### src/design/urf_pkg.sv
package urf_pkg;

  typedef enum logic [1:0] {
    VAR_8250    = 2'd0,
    VAR_16450   = 2'd1,
    VAR_16550   = 2'd2,
    VAR_16550A  = 2'd3
  } urf_variant_t;

  typedef enum logic [2:0] {
    OFS_RBR_DLL = 3'd0,
    OFS_IER_DLM = 3'd1,
    OFS_IIR_FCR = 3'd2,
    OFS_LCR     = 3'd3,
    OFS_MCR     = 3'd4,
    OFS_LSR     = 3'd5,
    OFS_MSR     = 3'd6,
    OFS_SCR     = 3'd7
  } urf_offset_t;

  localparam logic [7:0] IIR_NO_INT      = 8'h01;
  localparam logic [7:0] IIR_FIFO_16550A = 8'hC0;
  localparam logic [7:0] IIR_FIFO_16550  = 8'h80;
  localparam logic [7:0] LSR_IDLE        = 8'h60;
  localparam logic [7:0] SCR_ABSENT      = 8'hFF;
  localparam logic [3:0] DELTA_ANY_EDGE  = 4'hB;

  typedef struct packed {
    logic        valid;
    logic        wr;
    urf_offset_t ofs;
    logic [7:0]  wdata;
    logic [3:0]  pins;
  } urf_item_t;

  typedef struct packed {
    logic [7:0] rdata;
    logic       dtr;
    logic       rts;
    logic       out2;
  } urf_result_t;

endpackage

### src/design/urf_in_stage.sv
module urf_in_stage (
  input  logic              clk,
  input  logic              rst_n,
  input  logic              in_tvalid,
  output logic              in_tready,
  input  logic              in_tuser,
  input  logic [15:0]       in_tdata,
  input  logic              advance,
  output urf_pkg::urf_item_t item
);

  logic             valid_r;
  logic             valid_nxt;
  logic             wr_r;
  logic [2:0]       ofs_r;
  logic [7:0]       wdata_r;
  logic [3:0]       pins_r;
  logic             in_fire;

  assign in_tready = !valid_r || advance;
  assign in_fire   = in_tvalid && in_tready;

  always_comb begin
    if (in_fire) begin
      valid_nxt = 1'b1;
    end else if (advance) begin
      valid_nxt = 1'b0;
    end else begin
      valid_nxt = valid_r;
    end
  end

  always_ff @(posedge clk) begin
    if (!rst_n) begin
      valid_r <= 1'b0;
    end else begin
      valid_r <= valid_nxt;
    end
  end

  always_ff @(posedge clk) begin
    if (in_fire) begin
      wr_r    <= in_tuser;
      ofs_r   <= in_tdata[2:0];
      wdata_r <= in_tdata[10:3];
      pins_r  <= in_tdata[14:11];
    end
  end

  assign item.valid = valid_r;
  assign item.wr    = wr_r;
  assign item.ofs   = urf_pkg::urf_offset_t'(ofs_r);
  assign item.wdata = wdata_r;
  assign item.pins  = pins_r;

endmodule

### src/design/urf_core.sv
module urf_core (
  input  logic                 clk,
  input  logic                 rst_n,
  input  logic                 cfg_valid,
  input  logic [1:0]           cfg_data,
  input  urf_pkg::urf_item_t   item,
  input  logic                 fire,
  output urf_pkg::urf_result_t result
);

  urf_pkg::urf_variant_t variant_r;
  logic [7:0] dll_r,  dll_nxt;
  logic [7:0] dlm_r,  dlm_nxt;
  logic [3:0] ier_r,  ier_nxt;
  logic [7:0] lcr_r,  lcr_nxt;
  logic [4:0] mcr_r,  mcr_nxt;
  logic [7:0] scr_r,  scr_nxt;
  logic       fifo_on_r, fifo_on_nxt;
  logic [3:0] delta_r, delta_nxt;
  logic [3:0] lines_r, lines_nxt;
  logic [3:0] delta_acc;
  logic [7:0] rdata;
  logic       dlab;
  logic       loop_nxt;

  assign dlab = lcr_r[7];

  always_comb begin
    if (mcr_r[4]) begin
      lines_nxt = {mcr_r[3], mcr_r[2], mcr_r[0], mcr_r[1]};
    end else begin
      lines_nxt = item.pins;
    end
    delta_acc    = delta_r | ((lines_nxt ^ lines_r) & urf_pkg::DELTA_ANY_EDGE);
    delta_acc[2] = delta_r[2] | (lines_r[2] & !lines_nxt[2]);
  end

  always_comb begin
    dll_nxt     = dll_r;
    dlm_nxt     = dlm_r;
    ier_nxt     = ier_r;
    lcr_nxt     = lcr_r;
    mcr_nxt     = mcr_r;
    scr_nxt     = scr_r;
    fifo_on_nxt = fifo_on_r;
    delta_nxt   = delta_acc;
    rdata       = 8'h00;
    if (item.wr) begin
      unique case (item.ofs)
        urf_pkg::OFS_RBR_DLL: begin
          if (dlab) begin
            dll_nxt = item.wdata;
          end
        end
        urf_pkg::OFS_IER_DLM: begin
          if (dlab) begin
            dlm_nxt = item.wdata;
          end else begin
            ier_nxt = item.wdata[3:0];
          end
        end
        urf_pkg::OFS_IIR_FCR: begin
          if (variant_r == urf_pkg::VAR_16550 || variant_r == urf_pkg::VAR_16550A) begin
            fifo_on_nxt = item.wdata[0];
          end
        end
        urf_pkg::OFS_LCR: begin
          lcr_nxt = item.wdata;
        end
        urf_pkg::OFS_MCR: begin
          mcr_nxt = item.wdata[4:0];
        end
        urf_pkg::OFS_SCR: begin
          if (variant_r != urf_pkg::VAR_8250) begin
            scr_nxt = item.wdata;
          end
        end
        default: begin
        end
      endcase
    end else begin
      unique case (item.ofs)
        urf_pkg::OFS_RBR_DLL: begin
          rdata = dlab ? dll_r : 8'h00;
        end
        urf_pkg::OFS_IER_DLM: begin
          rdata = dlab ? dlm_r : {4'h0, ier_r};
        end
        urf_pkg::OFS_IIR_FCR: begin
          rdata = urf_pkg::IIR_NO_INT;
          if (fifo_on_r && variant_r == urf_pkg::VAR_16550A) begin
            rdata = rdata | urf_pkg::IIR_FIFO_16550A;
          end else if (fifo_on_r && variant_r == urf_pkg::VAR_16550) begin
            rdata = rdata | urf_pkg::IIR_FIFO_16550;
          end
        end
        urf_pkg::OFS_LCR: begin
          rdata = lcr_r;
        end
        urf_pkg::OFS_MCR: begin
          rdata = {3'b000, mcr_r};
        end
        urf_pkg::OFS_LSR: begin
          rdata = urf_pkg::LSR_IDLE;
        end
        urf_pkg::OFS_MSR: begin
          rdata     = {lines_nxt, delta_acc};
          delta_nxt = 4'h0;
        end
        urf_pkg::OFS_SCR: begin
          rdata = (variant_r != urf_pkg::VAR_8250) ? scr_r : urf_pkg::SCR_ABSENT;
        end
        default: begin
        end
      endcase
    end
  end

  assign loop_nxt      = mcr_nxt[4];
  assign result.rdata  = rdata;
  assign result.dtr    = mcr_nxt[0] && !loop_nxt;
  assign result.rts    = mcr_nxt[1] && !loop_nxt;
  assign result.out2   = mcr_nxt[3] && !loop_nxt;

  always_ff @(posedge clk) begin
    if (!rst_n) begin
      variant_r <= urf_pkg::VAR_16550A;
    end else if (cfg_valid) begin
      variant_r <= urf_pkg::urf_variant_t'(cfg_data);
    end
  end

  always_ff @(posedge clk) begin
    if (!rst_n) begin
      dll_r     <= 8'h00;
      dlm_r     <= 8'h00;
      ier_r     <= 4'h0;
      lcr_r     <= 8'h00;
      mcr_r     <= 5'h00;
      scr_r     <= 8'h00;
      fifo_on_r <= 1'b0;
      delta_r   <= 4'h0;
      lines_r   <= 4'h0;
    end else if (fire && item.valid) begin
      dll_r     <= dll_nxt;
      dlm_r     <= dlm_nxt;
      ier_r     <= ier_nxt;
      lcr_r     <= lcr_nxt;
      mcr_r     <= mcr_nxt;
      scr_r     <= scr_nxt;
      fifo_on_r <= fifo_on_nxt;
      delta_r   <= delta_nxt;
      lines_r   <= lines_nxt;
    end
  end

endmodule

### src/design/urf_out_stage.sv
module urf_out_stage (
  input  logic                 clk,
  input  logic                 rst_n,
  input  logic                 load,
  input  urf_pkg::urf_result_t result,
  output logic                 free,
  output logic                 out_tvalid,
  input  logic                 out_tready,
  output logic [15:0]          out_tdata
);

  logic                 valid_r;
  logic                 valid_nxt;
  urf_pkg::urf_result_t result_r;

  assign free = !valid_r || out_tready;

  always_comb begin
    if (load) begin
      valid_nxt = 1'b1;
    end else if (out_tready) begin
      valid_nxt = 1'b0;
    end else begin
      valid_nxt = valid_r;
    end
  end

  always_ff @(posedge clk) begin
    if (!rst_n) begin
      valid_r <= 1'b0;
    end else begin
      valid_r <= valid_nxt;
    end
  end

  always_ff @(posedge clk) begin
    if (load) begin
      result_r <= result;
    end
  end

  assign out_tvalid = valid_r;
  assign out_tdata  = {5'b00000, result_r.out2, result_r.rts, result_r.dtr, result_r.rdata};

endmodule

### src/design/uart_register_file.sv
// Channel  Direction  Handshake                   Payload
// in       slave      in_tvalid / in_tready        in_tuser, in_tdata (one register access)
// out      master     out_tvalid / out_tready      out_tdata (read byte and modem outputs)
// cfg      slave      cfg_valid / cfg_ready        cfg_data (UART variant)
//
// Each access passes an input register and then a result register; one access is taken
// every cycle while results drain.
// A stalled result holds the input register, and in_tready drops only then.
// Reset is synchronous on rst_n and restores the 16550A variant with all registers zero.
// Configuration is always ready and takes effect on the next cycle.
module uart_register_file (
  input  logic        clk,
  input  logic        rst_n,
  input  logic        in_tvalid,
  output logic        in_tready,
  input  logic        in_tuser,   // [0] operation
  input  logic [15:0] in_tdata,   // [2:0] reg_offset, [10:3] write_data, [11] cts_pin,
                                  // [12] dsr_pin, [13] ring_pin, [14] carrier_pin
  output logic        out_tvalid,
  input  logic        out_tready,
  output logic [15:0] out_tdata,  // [7:0] read_data, [8] dtr_out, [9] rts_out,
                                  // [10] irq_enable_out
  input  logic        cfg_valid,
  output logic        cfg_ready,
  input  logic [1:0]  cfg_data
);

  urf_pkg::urf_item_t   item;
  urf_pkg::urf_result_t result;
  logic                 free;
  logic                 fire;

  assign cfg_ready = 1'b1;
  assign fire      = item.valid && free;

  urf_in_stage u_in (
    .clk       (clk),
    .rst_n     (rst_n),
    .in_tvalid (in_tvalid),
    .in_tready (in_tready),
    .in_tuser  (in_tuser),
    .in_tdata  (in_tdata),
    .advance   (free),
    .item      (item)
  );

  urf_core u_core (
    .clk       (clk),
    .rst_n     (rst_n),
    .cfg_valid (cfg_valid),
    .cfg_data  (cfg_data),
    .item      (item),
    .fire      (fire),
    .result    (result)
  );

  urf_out_stage u_out (
    .clk        (clk),
    .rst_n      (rst_n),
    .load       (fire),
    .result     (result),
    .free       (free),
    .out_tvalid (out_tvalid),
    .out_tready (out_tready),
    .out_tdata  (out_tdata)
  );

endmodule

### config.mk
export PLATFORM = sky130hd
export DESIGN_NAME = uart_register_file
export DESIGN_NICKNAME = d
export VERILOG_FILES = /design/src/design/urf_pkg.sv /design/src/design/urf_in_stage.sv /design/src/design/urf_core.sv /design/src/design/urf_out_stage.sv /design/src/design/uart_register_file.sv
export SDC_FILE = /design/constraint.sdc
export NUM_CORES = 1
export LEC_CHECK = 0
export BUFFER_PORTS_ARGS = -buffer_cell sky130_fd_sc_hd__buf_4
export CAP_MARGIN = 20
export CORE_MARGIN = 2
export CORE_UTILIZATION = 62
export DETAILED_ROUTE_END_ITERATION = 16
export PLACE_DENSITY = 0.81
export SLEW_MARGIN = 20
export SYNTH_ARGS = -nofsm -noshare
export SYNTH_HDL_FRONTEND = slang
export SYNTH_SLANG_ARGS = --single-unit
### constraint.sdc
create_clock -name clk -period 2.6 [get_ports clk]
set_clock_uncertainty 0.15 [all_clocks]
set_input_delay 0.26 -clock clk [delete_from_list [all_inputs] [get_ports clk]]
set_output_delay 0.26 -clock clk [all_outputs]
set_load 0.02 [all_outputs]
### Word-level counts from Yosys, hierarchy flattened

Cells that the tools add are included.

* bitwise operators: 5
* multiplexer cells: 15
* reduce and logical (&&, ||, !) cells: 26
* equal/unequal tests: 9

Operators with widths (count)
* 8-bit one-hot mux with 8 select lines: 1
* 8-bit two-way mux: 5
* 4-bit AND reduction: 5
* 3-bit equality test (second input constant): 4
* 4-bit two-way mux: 3
* 5-bit two-way mux: 2
* 1-bit logical AND: 8
* 3-bit by 2-bit equality test with 1-bit output (second input constant): 2
* 3-bit AND reduction: 2
* 2-bit nonzero test: 3
* 2-bit equality test (second input constant): 2
* 1-bit zero test: 4
* 1-bit two-way mux: 4
* 4-bit OR: 1
* 4-bit XOR: 1
* 3-bit by 1-bit equality test with 1-bit output (second input constant): 1
* 3-bit zero test: 1
* 1-bit logical OR: 3
* 1-bit AND: 1
* 1-bit NOT: 1
* 1-bit OR: 1

* output and inout bits: 19
* bits of input ports: 24
* register bits: 81
* word-level logic and storage cells: 76

### Longest topological paths before layout

Gate-level depths: netlist of run 1.

* word-level depth: 6
* gate-level depth with buffers: 7
* gate-level depth less buffers: 4

### Cells and area by module

From an unflattened synthesis of run 1, not the netlist that was laid out.

* cell total of the unflattened synthesis: 346
* area total of the unflattened synthesis: 3612.2 um^2

Modules (own cells, without submodules)
* urf_core: cells an instance 299, sequential area each 1041.0 um^2, area an instance 2621.3 um^2, instances 1
* urf_in_stage: cells an instance 23, sequential area each 500.5 um^2, area an instance 553.0 um^2, instances 1
* urf_out_stage: cells an instance 21, sequential area each 350.3 um^2, area an instance 420.4 um^2, instances 1
* uart_register_file: cells an instance 3, sequential area each 0.0 um^2, area an instance 17.5 um^2, instances 1

### Least setup slack after synthesis of run 1

No wires, ideal clock.

* path kind: register -> register
* from: reg u_out.valid_r, in the netlist u_out.out_tvalid
* to: reg u_in.ofs_r[0], enable pin
* data required time: 2.076 ns
* stages on the path, launching flop included: 4
* path buffers: 0
* path slack: 0.846 ns
* data arrival time: 1.230 ns
* library setup time: 0.374 ns
* period minus slack after synthesis: 1.754 ns
* path through: dfxtp_1 > and2b_1 > nand2_1 > and2_1

* longest elaborated chain between the ends: 4

RTL lines
* start, declared: line urf_out_stage.sv:12 `logic valid_r;`
* start signal, assigned: line urf_out_stage.sv:32 `valid_r <= valid_nxt;`
* 1-bit zero test: line urf_out_stage.sv:16 `assign free = !valid_r || out_tready;`
* 1-bit logical OR: line urf_out_stage.sv:16
* 1-bit logical OR: line urf_in_stage.sv:20 `assign in_tready = !valid_r || advance;`
* net in_tready: line uart_register_file.sv:15 `output logic in_tready,`
* 1-bit logical AND: line urf_in_stage.sv:21 `assign in_fire = in_tvalid && in_tready;`
* net u_in.in_fire: line urf_in_stage.sv:18 `logic in_fire;`
* end signal, assigned: line urf_in_stage.sv:44 `ofs_r <= in_tdata[2:0];`
* end, declared: line urf_in_stage.sv:15 `logic [2:0] ofs_r;`

The timed path passes the listed nets, and every way through them passes these cells.
A chain may end at the register's enable or synchronous reset.

### Worst setup path after layout of run 1

* from: reg u_in.ofs_r[2]
* to: reg u_core.dll_r[0]

* longest elaborated chain between the ends: 2

RTL lines
* 3-bit zero test: line urf_core.sv:49 `unique case (item.ofs)`
* 4-bit AND reduction (no source line)
* end signal, assigned: line urf_core.sv:145 `dll_r <= dll_nxt;`
* end, declared: line urf_core.sv:12 `logic [7:0] dll_r, dll_nxt;`

No other way between the ends.

==> results.toml, run 1 <==
[logic_synthesis]
synth-edff-count = 27
synth_cell_types = 55
avgSynthCellArea_um2 = 10.6
syn-cell-area_um2 = 3740
synth-seq-cells = 81
ys.flop_type = "dfxtp_1"
synthArstFlopShare_pct = 0
ys_warn_count = 0
synthCells = 354
ys_seq_area_share_pct = 50.6

[sta]
period_share_pct = 82.8
fmax_ghz = 0.464
hold_slack_ns = 0.184
setup_violations = 0
tns_ns = 0
slew_viol_final = 0
post-route-min-period_ns = 2.15
fin_ws_ns = 0.446
hold_viol = 0
slew_headroom_pct = 46.8
rsz0062_at_grt = "false"
worstMarginPinSlew_ns = 0.798

[route]
first_pass_iters = 5
detail-route-antenna-nets = 0
drc = 0
wirelength_um = 8430
vias_per_cell = 5.87
vias = 2818
drtIter0Drc = 281
avgRoutedWirePerCell_um = 17.6

[cts]
htree_levels = 3
cts_buffers = 9
post-cts-setup-buffers = 0
clkTransAtPathRegs_ns = 0.09
cts_buffer_depth = 2
clock_sinks = 81
cts_tree = "done"
clock-root-buffer = "clkbuf_8"
clkLatencyLatePin_ns = 0.36
cts_resized = 0

[global_route]
gr-usage-met1_pct = 35.1
grt_pass1_wl_um = 13000
grt.total_usage_pct = 26.5
grt_pass1_vias = 2613
globalRouteOverflowTotal = 0
gr-usage-met3_pct = 5.16
top_usage_layer = "met2"
antenna_found_initial = 0
met2_usage_pct = 42.3
grt_max_degree = 60

[layout]
final_util_pct = 74.6
regArea_um2 = 1890
antenna_cells = 0
multi_input_area_um2 = 1680
fin_nets = 424
syn2layout_area_growth_pct = 17.3
layout-drive-gt1-share_pct = 17.3
nFillCells = 424
layout_common_cells = "dfxtp_1, mux2i_1, nand2_1, buf_4, nor2b_1"
final_cell_area_um2 = 4390
final_common_cell = "dfxtp_1"

[job]
maxCapViolations = 0

[pwr]
power_frac_seq_pct = 54.9
power_switching_share_pct = 25.4
p_int_mw = 1.90
pwr-share-comb_pct = 8.4
p_switching_mw = 0.647
power_density_nw_per_um2 = 581
p_leak_nw = 1.79
power_frac_clock_pct = 36.8
vdd_drop_max_v = 0.000590

[worst_setup_path]
worst_ep_arrival_time_ns = 2.26
path_class = "reg2reg"
crit_required_ns = 2.70
cp_max_fo = 19
setup.worst_path.start_class = "register"
end_kind = "register"

[die]
start_util_pct = 63.6
core_um2 = 5890
num_rows = 28
die_w_um = 81.7
die_area_um2 = 6670
die_y_um = 81.7
io_pins = 43

[place]
placed_cell_area_um2 = 3980
hpwlAfterDp_um = 5280
gp_congestion = 0.908
port_buffers = 35
dp_slack_ns = 0.524

[min_path]
worst_hold_path_type = "in2reg"

[outcome]
run_status = "completed"
[routing by layer]
metal / vias up / part of all wire (%)
met3: 22 / 6.7
met4: 0 / 2.4
li1: 1338 / -
met1: 1327 / 43
met5: - / 0
met2: 131 / 48
[path summary, 6_finish.rpt]
kind	startpoint	endpoint	slack, ns	depth (start not counted)
setup reg to reg	u_in.ofs_r[2]$_DFFE_PP_	u_core.dll_r[0]$_SDFFE_PN0P_	0.45	4
hold reg to reg	u_core.dlm_r[7]$_SDFFE_PN0P_	u_core.dlm_r[7]$_SDFFE_PN0P_	0.31	2
setup / recovery	u_in.ofs_r[2]$_DFFE_PP_	u_core.dll_r[0]$_SDFFE_PN0P_	0.45	4
hold / removal	rst_n	u_core.variant_r[0]$_SDFFE_PN1P_	0.18	2
[worst max-delay path, cell delays in order, from the launching register on]
cell,delay (ns)
edfxtp_1,0.68
nor4b_2,0.42
nand4_2,0.39
mux2i_1,0.32
nor2b_1,0.09
[cells in the mapped netlist (3+ instances only)]
| cell | n | area, µm² |
|---|---|---|
| nor2b_1 | 29 | 181 |
| clkbuf_1 | 8 | 30.0 |
| mux2i_1 | 46 | 460 |
| a21oi_1 | 11 | 55.1 |
| a21boi_0 | 5 | 37.5 |
| buf_6 | 3 | 33.8 |
| buf_4 | 7 | 52.6 |
| nand2_1 | 44 | 165 |
| nand3_1 | 10 | 50.1 |
| nand3b_1 | 3 | 22.5 |
| o21ai_0 | 16 | 80.1 |
| edfxtp_1 | 27 | 811 |
| buf_2 | 11 | 55.1 |
| nand4_2 | 3 | 37.5 |
| dfxtp_1 | 54 | 1080 |
| xnor2_1 | 3 | 26.3 |
| o211a_1 | 4 | 40.0 |
| a31oi_1 | 7 | 43.8 |
| nand2b_1 | 9 | 56.3 |
| nor2_1 | 9 | 33.8 |
[power by group through the flow]
stage               clock [mW]  sequential (mW)  combinational [mW]
global placement             0             1.42               0.178
CTS                      0.938             1.40               0.210
global route             0.988             1.40               0.230
floorplan                    0             1.41               0.137
detailed placement           0             1.43               0.183
finish                   0.938             1.40               0.213
[through the flow]
stage          total power [mW]  instances
2_1_floorplan              1.54        358
3_3_place_gp               1.60        443
3_5_place_dp               1.61        443
4_1_cts                    2.54        480
5_1_grt                    2.62        480
6_report                   2.55        480
[flip-flops by register name (all words and copies together), names as in the netlist, 2 cells and up]
name	flops
u_core.scr_r	8
u_core.lcr_r	8
u_core.variant_r	2
u_in.wdata_r	8
u_core.delta_r	4
u_in.ofs_r	3
u_in.pins_r	4
u_core.dll_r	8
u_core.mcr_r	5
u_core.ier_r	4
u_core.dlm_r	8
u_core.lines_r	4
u_out.out_tdata	11
[logic make-up after synthesis]
kind of cell           Yosys count  synth area share, %
other                            2                0.201
AND/OR/NAND/NOR                127                 19.8
buffers and inverters           32                 4.88
flip-flops                      81                 50.6
multiplexers                    47                 12.6
XOR/XNOR                         3                0.702
AO/OA/AOI/OAI                   62                 11.3
[layout make-up]
class / instances / area share (%)
clock buffer: 9 / 2.82
clock inverter: 7 / 1.80
inverter: 2 / 0.171
multi-input combinational: 245 / 38.3
sequential: 81 / 43.1
tap: 75 / 2.14
timing repair buffer: 61 / 11.6
[what timing repair did]
action / in CTS / in global routing
hold buffers: 21 / 0
hold endpoints to repair: 19 / 0
endpoints found under the setup margin: 0 / 0
No activity file was read; power rests on OpenSTA's default activity.
==> inputs of run 2 (changes only) <==
--- a/config.mk
+++ b/config.mk
@@ -8,9 +8,9 @@
 export BUFFER_PORTS_ARGS = -buffer_cell sky130_fd_sc_hd__buf_4
 export CAP_MARGIN = 20
 export CORE_MARGIN = 2
-export CORE_UTILIZATION = 62
+export CORE_UTILIZATION = 58
 export DETAILED_ROUTE_END_ITERATION = 16
-export PLACE_DENSITY = 0.81
+export PLACE_DENSITY = 0.76
 export SLEW_MARGIN = 20
 export SYNTH_ARGS = -nofsm -noshare
 export SYNTH_HDL_FRONTEND = slang
==> constraint.sdc (replaced) <==
create_clock -name clk -period 2.02 [get_ports clk]
set_clock_uncertainty 0.15 [all_clocks]
set_input_delay 0.202 -clock clk [delete_from_list [all_inputs] [get_ports clk]]
set_output_delay 0.202 -clock clk [all_outputs]
set_load 0.02 [all_outputs]
==> run 2 against run 1 <==
  * Total power grew 26%
  * Via count shrank 1.7%
  * Combinational power grew 50%
  * Sequential cell count is the same
  * Final area grew 4.5%
  * Routed wire length shrank 3.5%
  * Die area grew 6.6%
  * Sequential share of layout area shrank 1.9 points
  * Largest power group unchanged
==> results.toml, run 2 (synthesis gave the netlist of run 1 again) <==
[place]
port_buffers = 35
dp_slack_ns = 0.177
hpwlAfterDp_um = 5590
gp_congestion = 0.950

[min_path]
hold_path_startpoint = "out_tready"
worst_hold_path_type = "in2reg"

[sta]
period_share_pct = 92.6
hold_viol = 0
fmax_ghz = 0.535
worstMarginPinSlew_ns = 0.508
slew_viol_final = 0
slew_headroom_pct = 65.2
tns_ns = 0
post-route-min-period_ns = 1.87
setup_violations = 0
rsz0062_at_grt = "false"
fin_ws_ns = 0.149

[die]
die_y_um = 84.3
die_w_um = 84.3
die_area_um2 = 7110
io_pins = 43
start_util_pct = 59.6
core_um2 = 6280
num_rows = 29

[global_route]
antenna_found_initial = 0
grt_max_degree = 29
globalRouteOverflowTotal = 0
grt_pass1_vias = 2625
grt_pass1_wl_um = 13400
grt.total_usage_pct = 24.5

[outcome]
run_status = "completed"

[layout]
largest_reg_flops = 11
nFillCells = 470
syn2layout_area_growth_pct = 22.6
multi_input_area_um2 = 1680
layout-drive-gt1-share_pct = 20.5
antenna_cells = 0
regArea_um2 = 1890
final_common_cell = "dfxtp_1"
layout_common_cells = "dfxtp_1, buf_4, mux2i_1, nand2_1, nor2b_1"
final_util_pct = 73.1
fin_nets = 443

[cts]
clock_sinks = 81
htree_levels = 3
clkLatencyLatePin_ns = 0.36
cts_resized = 0
clock-root-buffer = "clkbuf_8"
cts_buffers = 9
clkTransAtPathRegs_ns = 0.08
cts_buffer_depth = 2
cts_tree = "done"

[route]
vias = 2770
wirelength_um = 8130
first_pass_iters = 4
detail-route-antenna-nets = 0
drtIter0Drc = 189
avgRoutedWirePerCell_um = 16.2
vias_per_cell = 5.53
drc = 0

[worst_setup_path]
setup.worst_path.start_class = "register"
path_class = "reg2reg"
end_kind = "register"
crit_required_ns = 1.98
worst_ep_arrival_time_ns = 1.83
cp_max_fo = 9
worstSetupStartpoint = "u_core.mcr_r[4]$_SDFFE_PN0N_"
r2r_start = "u_core.mcr_r[4]$_SDFFE_PN0N_"

[pwr]
p_leak_nw = 1.90
vdd_drop_max_v = 0.000643
power_density_nw_per_um2 = 703

[job]
maxCapViolations = 0
## run 2: area by class of cell
class                      count  area share [%]
multi-input combinational    245            36.7
clock buffer                  11            3.33
inverter                       2           0.164
sequential                    81            41.2
timing repair buffer          80            15.7
clock inverter                 5           0.818
tap                           77            2.10
## run 2: repair_timing
action,CTS,global route
hold buffers,22,0
endpoints found under the hold margin,23,0
setup buffers,0,0
## run 2: final timing paths
kind | to | slack [ns] | cells after the start
max | u_out.out_tdata[1]$_SDFFCE_PP0P_ | 0.15 | 5
max reg2reg | u_out.out_tdata[1]$_SDFFCE_PP0P_ | 0.15 | 5
min reg2reg | u_core.dlm_r[7]$_SDFFE_PN0P_ | 0.31 | 2
min | u_out.out_tvalid$_SDFFE_PN0P_ | 0.17 | 3
## run 2: stage by stage
step | total power [mW] | hold WS, ns | instance area, µm² | std cells
5_1_grt | 3.34 | 0.205 | 4590 | 501
3_3_place_gp | 2.09 | 0.230 | 4180 | 463
2_1_floorplan | 1.98 | 0.151 | 3760 | 358
6_report | 3.22 | 0.174 | 4590 | 501
3_5_place_dp | 2.10 | 0.231 | 4180 | 463
4_1_cts | 3.24 | 0.167 | 4590 | 501
## run 2: power by group
group	switching, mW	internal [mW]	total, mW
Combinational	0.161	0.160	0.320
Sequential	0.0444	1.73	1.78
Clock	0.600	0.526	1.13
## run 2: per-layer routing
| layer | global-route usage (%) | wire [µm] | vias to the layer above |
|---|---|---|---|
| met4 | 8.50 | 112 | 0 |
| met3 | 6.59 | 426 | 10 |
| met5 | 0 | 0 | - |
| li1 | - | - | 1370 |
| met2 | 39.5 | 3980 | 74 |
| met1 | 32.0 | 3610 | 1316 |
## run 2: worst max-delay path: stages (launching register included)
cell and delay, ns:
dfxtp_1 0.31, buf_4 0.17, mux2i_1 0.49, xnor2_1 0.16
o21ai_0 0.23, a31oi_1 0.12
==> inputs of run 3 (changes only) <==
--- a/config.mk
+++ b/config.mk
@@ -7,7 +7,6 @@
 export LEC_CHECK = 0
 export BUFFER_PORTS_ARGS = -buffer_cell sky130_fd_sc_hd__buf_4
 export CAP_MARGIN = 20
-export CORE_MARGIN = 2
 export CORE_UTILIZATION = 58
 export DETAILED_ROUTE_END_ITERATION = 16
 export PLACE_DENSITY = 0.76
==> constraint.sdc (replaced) <==
create_clock -name clk -period 1.75 [get_ports clk]
set_clock_uncertainty 0.15 [all_clocks]
set_input_delay 0.175 -clock clk [delete_from_list [all_inputs] [get_ports clk]]
set_output_delay 0.175 -clock clk [all_outputs]
set_load 0.02 [all_outputs]
==> run 3 against run 2 <==
  * Count of clock-buffer cells in the layout did not move
  * Fmax increased by 7.3%
  * Register-to-register slack lost 0.14 ns
  * Total power up 17%
  * Final area grew 2.8%
  * First-iteration DRC count increased by 24%
  * Sequential share of layout area shrank 1.1 points
  * Combinational power up 27%
  * Largest cell class unchanged
==> results.toml, run 3 (synthesis gave the netlist of run 1 again) <==
[layout]
finalNonFillerCells = 510
final_common_cell = "buf_4"
syn2layout_area_growth_pct = 26.0
multi_input_area_um2 = 1710
nFillCells = 418
antenna_cells = 0
regArea_um2 = 1890
fin_nets = 454
layout-drive-gt1-share_pct = 24.4
largest_reg_flops = 11
final_util_pct = 77.8
layout_common_cells = "buf_4, dfxtp_1, mux2i_1, nand2_1, nor2b_1"

[sta]
fmax_ghz = 0.573
hold_viol = 0
rsz0062_at_grt = "true"
period_share_pct = 99.6
post-route-min-period_ns = 1.74
setup_violations = 0
slew_viol_final = 0

[worst_setup_path]
worst_ep_arrival_time_ns = 1.69
path_class = "reg2reg"
cpPeakStageDelay_ns = 0.41
crit_required_ns = 1.70
rr_worst_depth = 5
end_kind = "register"
setup.worst_path.start_class = "register"
r2r_start = "u_in.ofs_r[0]$_DFFE_PP_"
path_cells = "buf_12, and2b_2, a22o_1, a22oi_1, a31oi_1"
rr_endpoint = "u_out.out_tdata[2]$_SDFFCE_PP0P_"
cp_max_fo = 21
cp_top_family = "compound AO/OA/AOI/OAI gates"
cp_slowest_cell = "edfxtp_1"
cp_num_buf_inv = 1
ff2ff_setup_slack_ns = 0.006

[die]
num_rows = 28
die_y_um = 82.3
start_util_pct = 61.7
core_um2 = 6060
die_area_um2 = 6780
io_pins = 43
die_w_um = 82.3

[min_path]
holdPathEnd = "u_core.dlm_r[5]$_SDFFE_PN0P_"
min_path_cells = 3
hold_path_startpoint = "rst_n"
worst_hold_path_type = "in2reg"

[place]
gp_congestion = 0.928
port_buffers = 35
hpwlAfterDp_um = 5700
dpl.cell_count = 471

[pwr]
p_leak_nw = 1.97
vdd_drop_max_v = 0.000613
power_density_nw_per_um2 = 803

[route]
vias_per_cell = 5.67
drc = 0
vias = 2893
avgRoutedWirePerCell_um = 17.2
wirelength_um = 8750
detail-route-antenna-nets = 0
first_pass_iters = 5
drtIter0Drc = 235

[global_route]
grt_pass1_wl_um = 13800
grt_max_degree = 41
grt_pass1_vias = 2761
antenna_found_initial = 0
globalRouteOverflowTotal = 0
grt.total_usage_pct = 28.1

[cts]
clock_sinks = 81
cts_buffers = 9
clock-root-buffer = "clkbuf_8"
cts_buffer_depth = 2
clkLatencyLatePin_ns = 0.35
clkTransAtPathRegs_ns = 0.08
htree_levels = 3
cts_tree = "done"

[outcome]
run_status = "completed"

[job]
maxCapViolations = 0
## run 3: cell types whose count changed in the layout (fill, tap and decap cells not counted), sizes merged
cell / delta
buf: +12
bufinv: +1
clkinvlp: -1
dlygate4sd3: -1
## run 3: area by class of cell
| cell class | instances | share of cell area, % |
|---|---|---|
| Sequential cell | 81 | 40.2 |
| Clock inverter | 5 | 1.17 |
| Tap cell | 75 | 1.99 |
| Timing Repair Buffer | 91 | 17.4 |
| Multi-Input combinational cell | 245 | 36.3 |
| Inverter | 2 | 0.159 |
| Clock buffer | 11 | 2.79 |
## run 3: tightest hold or removal path, cell delays in order
cell and delay, ns:
buf_4 0.23, nand2_1 0.10, mux2i_1 0.05
## run 3: what timing repair did
action	in CTS	in global routing
hold buffers	21	0
hold endpoints to repair	19	0
gates resized for setup	0	12
setup endpoints to repair	0	20
buffers inserted	0	2
## run 3: worst max-delay path by stage
stage	slack, ns	cells after the start	to	start
floorplan	0.06	5	u_core.dll_r[0]$_SDFFE_PN0P_	u_in.ofs_r[0]$_DFFE_PP_
global placement	0.03	5	u_out.out_tdata[3]$_SDFFCE_PP0P_	u_core.lcr_r[7]$_SDFFE_PN0P_
detailed placement	0.02	3	u_core.ier_r[0]$_SDFFE_PN0P_	u_in.ofs_r[2]$_DFFE_PP_
CTS	0.006	5	u_out.out_tdata[2]$_SDFFCE_PP0P_	u_in.ofs_r[2]$_DFFE_PP_
global route	-0.05	5	u_out.out_tdata[2]$_SDFFCE_PP0P_	u_in.ofs_r[2]$_DFFE_PP_
finish	0.006	5	u_out.out_tdata[2]$_SDFFCE_PP0P_	u_in.ofs_r[0]$_DFFE_PP_
## run 3: per-stage QoR
| stage | setup TNS (ns) | worst slack [ns] | cell area (µm²) | hold WS, ns | power [mW] |
|---|---|---|---|---|---|
| after floorplan | 0 | 0.0650 | 3760 | 0.124 | 2.29 |
| after global placement | 0 | 0.0350 | 4260 | 0.203 | 2.43 |
| after detailed placement | 0 | 0.0161 | 4260 | 0.204 | 2.44 |
| after CTS | 0 | 0.00643 | 4660 | 0.102 | 3.77 |
| after global routing | -0.188 | -0.0458 | 4710 | 0.118 | 3.91 |
| final | 0 | 0.00614 | 4710 | 0.111 | 3.78 |
## run 3: power breakdown
part / switching [mW] / internal [mW] / leakage (nW)
combinational: 0.201 / 0.206 / 1.18
clock: 0.671 / 0.659 / 0.0914
sequential: 0.0476 / 2.00 / 0.700
total: 0.920 / 2.86 / 1.97
## run 3: routing by layer
| metal | track usage (%) | up-vias | part of all wire [%] |
|---|---|---|---|
| li1 | - | 1387 | - |
| met5 | 0 | - | 0 |
| met3 | 5.27 | 18 | 5.2 |
| met2 | 43.1 | 121 | 47 |
| met4 | 10.0 | 0 | 1.5 |
| met1 | 39.5 | 1367 | 46 |
